[config.mk]
export PLATFORM = sky130hd
export DESIGN_NAME = rfd_sqrt
export DESIGN_NICKNAME = d
export VERILOG_FILES = /design/src/sv/rfd_pkg.sv /design/src/sv/rfd_sqrt.sv
export SDC_FILE = /design/constraint.sdc
export NUM_CORES = 1
export LEC_CHECK = 0
export ABC_CLOCK_PERIOD_IN_PS = 13270
export BUFFER_PORTS_ARGS = -buffer_cell sky130_fd_sc_hd__buf_4
export CAP_MARGIN = 5
export CORE_ASPECT_RATIO = 1.25
export CORE_MARGIN = 1
export CORE_UTILIZATION = 55
export DETAILED_ROUTE_END_ITERATION = 6
export GPL_TIMING_DRIVEN = 0
export PLACE_DENSITY = 0.8
export SLEW_MARGIN = 20
export SYNTH_ARGS = -nofsm -noshare
export SYNTH_HDL_FRONTEND = slang
export SYNTH_SLANG_ARGS = --single-unit
[constraint.sdc]
create_clock -name clk -period 13.27 [get_ports clk]
set_input_delay 1.327 -clock clk [delete_from_list [all_inputs] [get_ports clk]]
set_output_delay 1.327 -clock clk [all_outputs]
set_load 0.005 [all_outputs]
[src/sv/rfd_pkg.sv]
// Shared types and constants for the refraction direction pipeline.
`default_nettype none

package rfd_pkg;

    localparam int COMP_W    = 16;
    localparam int FRAC_BITS = 14;
    localparam int ETA_W     = 16;
    localparam int ETA_FRAC  = 12;

    // Square root of (1.0 - sin2_t) scaled by 2^FRAC_BITS gives at most FRAC_BITS + 1 bits.
    localparam int ROOT_W    = FRAC_BITS + 1;
    localparam int RAD_W     = 2 * ROOT_W;
    localparam int REM_W     = ROOT_W + 3;
    localparam int SQ_STEP   = 4;
    localparam int SQ_STAGES = (ROOT_W + SQ_STEP - 1) / SQ_STEP;

    typedef logic signed [COMP_W-1:0] comp_t;

    typedef struct packed {
        comp_t             dir_x;
        comp_t             dir_y;
        comp_t             dir_z;
        comp_t             nrm_x;
        comp_t             nrm_y;
        comp_t             nrm_z;
        logic [ETA_W-1:0]  eta_ratio;
    } rfd_in_t;

    typedef struct packed {
        logic  refracted_ok;
        comp_t out_x;
        comp_t out_y;
        comp_t out_z;
    } rfd_out_t;

endpackage

`default_nettype wire

[src/sv/rfd_sqrt.sv]
// Pipelined integer square root, a few result bits per register stage.
`default_nettype none

module rfd_sqrt
    import rfd_pkg::*;
(
    input  wire logic                 clk,
    input  wire logic [SQ_STAGES-1:0] ld,
    input  wire logic [RAD_W-1:0]     rad,
    output logic      [ROOT_W-1:0]    root
);

    logic [REM_W-1:0]  rem_reg  [SQ_STAGES-1];
    logic [RAD_W-1:0]  rad_reg  [SQ_STAGES-1];
    logic [ROOT_W-1:0] root_reg [SQ_STAGES];

    for (genvar s = 0; s < SQ_STAGES; s++) begin : g_stage
        logic [REM_W-1:0]  rem_in;
        logic [REM_W-1:0]  rem_next;
        logic [ROOT_W-1:0] root_in;
        logic [ROOT_W-1:0] root_next;
        logic [RAD_W-1:0]  rad_in;
        logic [RAD_W-1:0]  rad_next;

        if (s == 0) begin : g_first
            assign rem_in  = '0;
            assign root_in = '0;
            assign rad_in  = rad;
        end
        else begin : g_rest
            assign rem_in  = rem_reg[s-1];
            assign root_in = root_reg[s-1];
            assign rad_in  = rad_reg[s-1];
        end

        // Restoring square root: bring down two radicand bits, try (4*root + 1).
        always_comb
        begin
            logic [REM_W-1:0] trial;
            trial     = '0;
            rem_next  = rem_in;
            root_next = root_in;
            rad_next  = rad_in;
            for (int j = 0; j < SQ_STEP; j++)
            begin
                if (SQ_STEP * s + j < ROOT_W)
                begin
                    rem_next = {rem_next[REM_W-3:0], rad_next[RAD_W-1 -: 2]};
                    rad_next = {rad_next[RAD_W-3:0], 2'b00};
                    trial    = {{(REM_W-ROOT_W-2){1'b0}}, root_next, 2'b01};
                    if (rem_next >= trial)
                    begin
                        rem_next  = rem_next - trial;
                        root_next = {root_next[ROOT_W-2:0], 1'b1};
                    end
                    else
                    begin
                        root_next = {root_next[ROOT_W-2:0], 1'b0};
                    end
                end
            end
        end

        always_ff @(posedge clk)
        begin
            if (ld[s])
            begin
                root_reg[s] <= root_next;
            end
        end

        if (s < SQ_STAGES - 1) begin : g_carry
            always_ff @(posedge clk)
            begin
                if (ld[s])
                begin
                    rem_reg[s] <= rem_next;
                    rad_reg[s] <= rad_next;
                end
            end
        end
        else begin : g_last
            logic unused_tail;
            assign unused_tail = ^{rem_next, rad_next};
        end
    end

    assign root = root_reg[SQ_STAGES-1];

endmodule

`default_nettype wire

Word-level counts from Yosys, hierarchy flattened
Memory sizes are Yosys's and may differ from the RTL's.
Index checks and enable logic that the tools add are counted.
{ "totals": {"ff_bits": 0, "latchBits": 0, "ram_bits": 180, "rom_bits": 0, "inputBits": 35, "output_inout_bits": 15, "wordCells": 69, "n_memories": 3} }
{ "classes": {"add_sub_neg": 14, "multipliers": 0, "n_div": 0, "order_cmp": 15, "eq_ne": 0, "n_shift": 0, "mux": 37, "bitwise_logic": 0, "n_reduce_logical": 0} }
{ "mem_list": {"columns": ["memory", "depth", "width", "rd", "rd_ports_with_merged_regs", "write_ports", "line_no", "rtl"], "rows": [
  ["rad_reg", 3, 22, 3, 0, 3, "rfd_sqrt.sv:14", "logic [RAD_W-1:0] rad_reg [SQ_STAGES-1];"],
  ["root_reg", 4, 15, 4, 0, 4, "rfd_sqrt.sv:15", "logic [ROOT_W-1:0] root_reg [SQ_STAGES];"],
  ["rem_reg", 3, 18, 3, 0, 3, "rfd_sqrt.sv:13", "logic [REM_W-1:0] rem_reg [SQ_STAGES-1];"]
]} }
{ "op_table": {"columns": ["op", "n"], "rows": [
  ["$ge 18x17->1", 11],
  ["$mux 16", 11],
  ["$sub 16x16->16", 8],
  ["$mux 18", 3],
  ["$sub 18x17->18", 2],
  ["$mux 1", 23],
  ["$ge 18x3->1", 1],
  ["$ge 18x4->1", 1],
  ["$ge 18x5->1", 1],
  ["$sub 18x5->18", 1],
  ["$sub 16x3->16", 1],
  ["$sub 16x4->16", 1],
  ["$sub 2x1->3 const B", 1],
  ["$ge 2x1->1 const B", 1]
]} }

Logic depth before layout (Yosys ltp)
An unclocked memory read counts as a cell.
{ "logic_depth": {"depth_word": 9, "ltp_mapped": 44, "mapped_depth_nobuf": 39} }

Worst setup path after synthesis
Ideal clock, no wire load.
{ "synth_path": {"path_kind": "reg2reg", "startpoint": "mem root_reg[1][5] in the netlist's numbering", "endpoint": "mem rem_reg[0][39] in the netlist's numbering, data pin", "setup_ns": 0.260, "arrival_time_ns": 8.505, "required_ns": 13.010, "slack_ns": 4.505, "path_stages_with_launch": 40, "path_buffers": 4, "period_less_slack_ns": 8.765, "path_cell_list": "edfxtp_1 > inv_1 > ha_1 > clkbuf_1 > nand2_1 > nor4_1 > nor3_1 > nand2_1 > clkinv_1 > nor2_1 > nor2_1 > ha_1 > o21a_1 > nor2_1 > nor2_1 > a21oi_1 > a2111oi_0 > o21ai_0 > [4 not listed] > a21o_1 > a21o_1 > a21oi_1 > a21boi_0 > o21ai_0 > a21oi_1 > or3_1 > clkinv_1 > buf_1 > o21ai_0 > ha_1 > a21o_1 > a21o_1 > a211oi_1 > o21ai_0 > a211oi_1 > clkbuf_1 > mux2_2"} }
{ "synth_lines": {"columns": ["element", "line_no"], "rows": [
  ["start: declaration", "rfd_sqrt.sv:15"],
  ["end: declaration", "rfd_sqrt.sv:13"]
]} }

==> results.md <==
- CTS Hold Buffers Added: 0
- GR peak layer: met2
- Number of enable flip-flop cells after synthesis: 129
- Syn Area/Cell: 8.66 um^2
- CP Data Arrival Time: 11710 ps
- Post_cts resized: 0
- Maximum VDD drop: 0.110 mV
- Sw power: 1.50 mW
- Post-CTS setup buffer count: 0
- Pins over their slew limit: 0
- IO Count: 50
- CTS tree: yes
- DPL Wire Length: 25.6 mm
- Final min period: 11530 ps
- Die Y: 172 um
- Filler instances: 1911
- Setup crit end kind: flop
- Failing checks: design-rule violations
- Count of cell types in the netlist: 82
- Layout cells sized above 1: 8.80%
- Final Instance Area: 14000 um^2
- Min-delay worst type: flop to flop
- Status: finished with violations
- Die area: 23800 um^2
- Rel. slew slack: 39.8%
- Syn Inst Count: 1475
- Clk buf depth: 2
- Clk_lat worst skew: 440 ps
- Leak: 5.88 nW
- Seq pwr share: 19.9%
- Htree depth: 4
- Initial Util: 55.8%
- CTS buffer count: 17
- DRC: 8
- Worst setup margin: 1740 ps
- Reg clk slew, reported paths: 60 ps
- Total power draw: 3.22 mW
- Final hold violation count: 0
- Clock share of power: 13.6%
- Fmax: 86.7 MHz
- 1st-pass router iterations: 7
- Most used DFF post-synth: edfxtp_1
- Core region area: 22900 um^2
- RSZ-0062 raised after global routing: false
- Global-route wire length before repair: 51.5 mm
- Critical Path Slowest Stage Cell: a211oi_1
- GRT Total Usage: 27.0%
- Power density over the cells: 229 nW/um^2
- CTS sink cnt: 129
- Nets: 1712
- ANT nets after route: 0
- Non-filler cells in the finished layout: 1844
- Final hold slack: 413 ps
- Synth area leaders: edfxtp_1 30%, ha_1 13%, xnor2_1 5.5%
- Skew final: 14.6 ps
- Vias per cell: 6.18
- Most used cell, CP: clkbuf_1
- Die Wd: 138 um
- P_int: 1.71 mW
- Routability cong.: 0.973
- Max reg flops: 48
- Worst slack, placed: 2010 ps
- Clk root buf: clkbuf_16
- Placed Cells: 1812
- Area leader, netlist: edfxtp_1
- Met1 Use GR: 31.1%
- CP Class: flop to flop
- Crit share post-route: 86.9%
- FF+latch count, synth: 129
- DR iter-0 viols: 710
- Number of diodes: 0
- GR Overflow Total: 0
- Register area share after synthesis: 30.3%
- Final setup vio count: 0
- Post-route setup TNS: 0 ps
- Asr flop ratio synth: 0%
- Slew @ Worst Pin: 880 ps
- CP peak stage delay: 650 ps
- Switching Share: 46.7%
- Initial antenna violation count: 0
- Area Overhead vs Synth: 9.89%
- WP data required: 13450 ps
- Max cap viols: 0
- Synth warn: 0
- Crit start category: flop
- Largest net degree at the start of global routing: 43
- Via count: 11403
- Row count: 62
- Top-area cell type share of the netlist area: 30.3%
- Worst-path fanout max: 10
- Vias in the first global route: 10717
- GR Util met2: 50.0%
- Final Core Density: 61.3%
- Input/output buffers: 48
- Detailed Route WL: 32.3 mm
- Cell Area, Synth: 12800 um^2
- Combinational power share: 66.6%
- Met3 Track Usage GR: 3.38%
- Wire per inst: 17.5 um
- Placed Area: 13500 um^2
==> final timing paths <==
| path | startpoint | to | slack, ps | depth (start not counted) |
|---|---|---|---|---|
| worst min register to register | rad_reg[0][30] | rad_reg[0][60] | 410 | 0 |
| worst max register to register | root_reg[1][5] | rem_reg[0][39] | 1740 | 38 |
| worst min-delay path | rad_reg[0][30] | rad_reg[0][60] | 410 | 0 |
| worst max-delay path | root_reg[1][5] | rem_reg[0][39] | 1740 | 38 |
==> cell usage after synthesis (23+ instances only) <==
library cell	n
ha_1	134
nor2_1	131
edfxtp_1	129
a21oi_1	125
nand2_1	123
inv_1	105
o21ai_0	86
xnor2_1	80
nor3_1	44
xor2_1	42
a21o_1	38
nand3_1	31
nand2b_1	23
==> critical path, delay by kind of cell (launching register included) <==
family                     cells  cell delay (ps)
AOI/OAI and AO/OA             12             3380
and+or+nand+nor               11             2590
buffers and inverters          8             2580
adders and majority gates      4             1530
muxes                          2              590
DFF                            1              340
xor gates and xnor gates       1              250
==> layer usage <==
layer / wire length, um / up-vias
met2: 16400 / 365
met1: 13400 / 5357
li1: - / 5601
met4: 1110 / 0
met3: 1370 / 80
met5: 0 / -
==> placed cells by master, fill, tap and decap left out, drive strengths merged, types with 15 or more instances in the layout <==
master / count
ha: 134
nor2: 131
edfxtp: 129
a21oi: 125
nand2: 123
inv: 110
o21ai: 90
xnor2: 80
buf: 57
nor3: 44
xor2: 42
clkbuf: 39
a21o: 38
nand3: 31
nand2b: 23
nor4: 22
o21a: 20
or3: 18
a211oi: 18
mux2: 18
or2: 16
o211ai: 15
nand4: 15
==> cell type report <==
class                   instances  area (um^2)  area share, %
clock buffers                  18          429           3.06
plain buffers                  30          138          0.981
flip-flops and latches        129         3870           27.6
well taps                     288          360           2.57
repair buffers                 48          360           2.57
inverters                     109          409           2.91
clock inverters                14          110          0.784
multi-input cells            1208         8360           59.5
==> power by group through the flow <==
| stage | Combinational, mW | Clock, mW | Sequential, mW |
|---|---|---|---|
| after detailed placement | 2.09 | 0 | 0.644 |
| final | 2.14 | 0.436 | 0.639 |
| after CTS | 2.11 | 0.441 | 0.638 |
| after global placement | 2.04 | 0 | 0.642 |
| after floorplan | 1.64 | 0 | 0.624 |
| after global routing | 2.35 | 0.456 | 0.646 |
==> cells by family after synthesis <==
family / Yosys count / synth area share [%]
flip-flops: 129 / 30.3
other: 1 / 0.0294
adder cells (fa/ha/maj): 134 / 13.1
multiplexers: 32 / 2.80
buffers and inverters: 139 / 4.28
AO/OA/AOI/OAI: 422 / 21.4
XOR/XNOR: 122 / 8.37
AND/OR/NAND/NOR: 496 / 19.7
(Power assumes the default switching activity.)
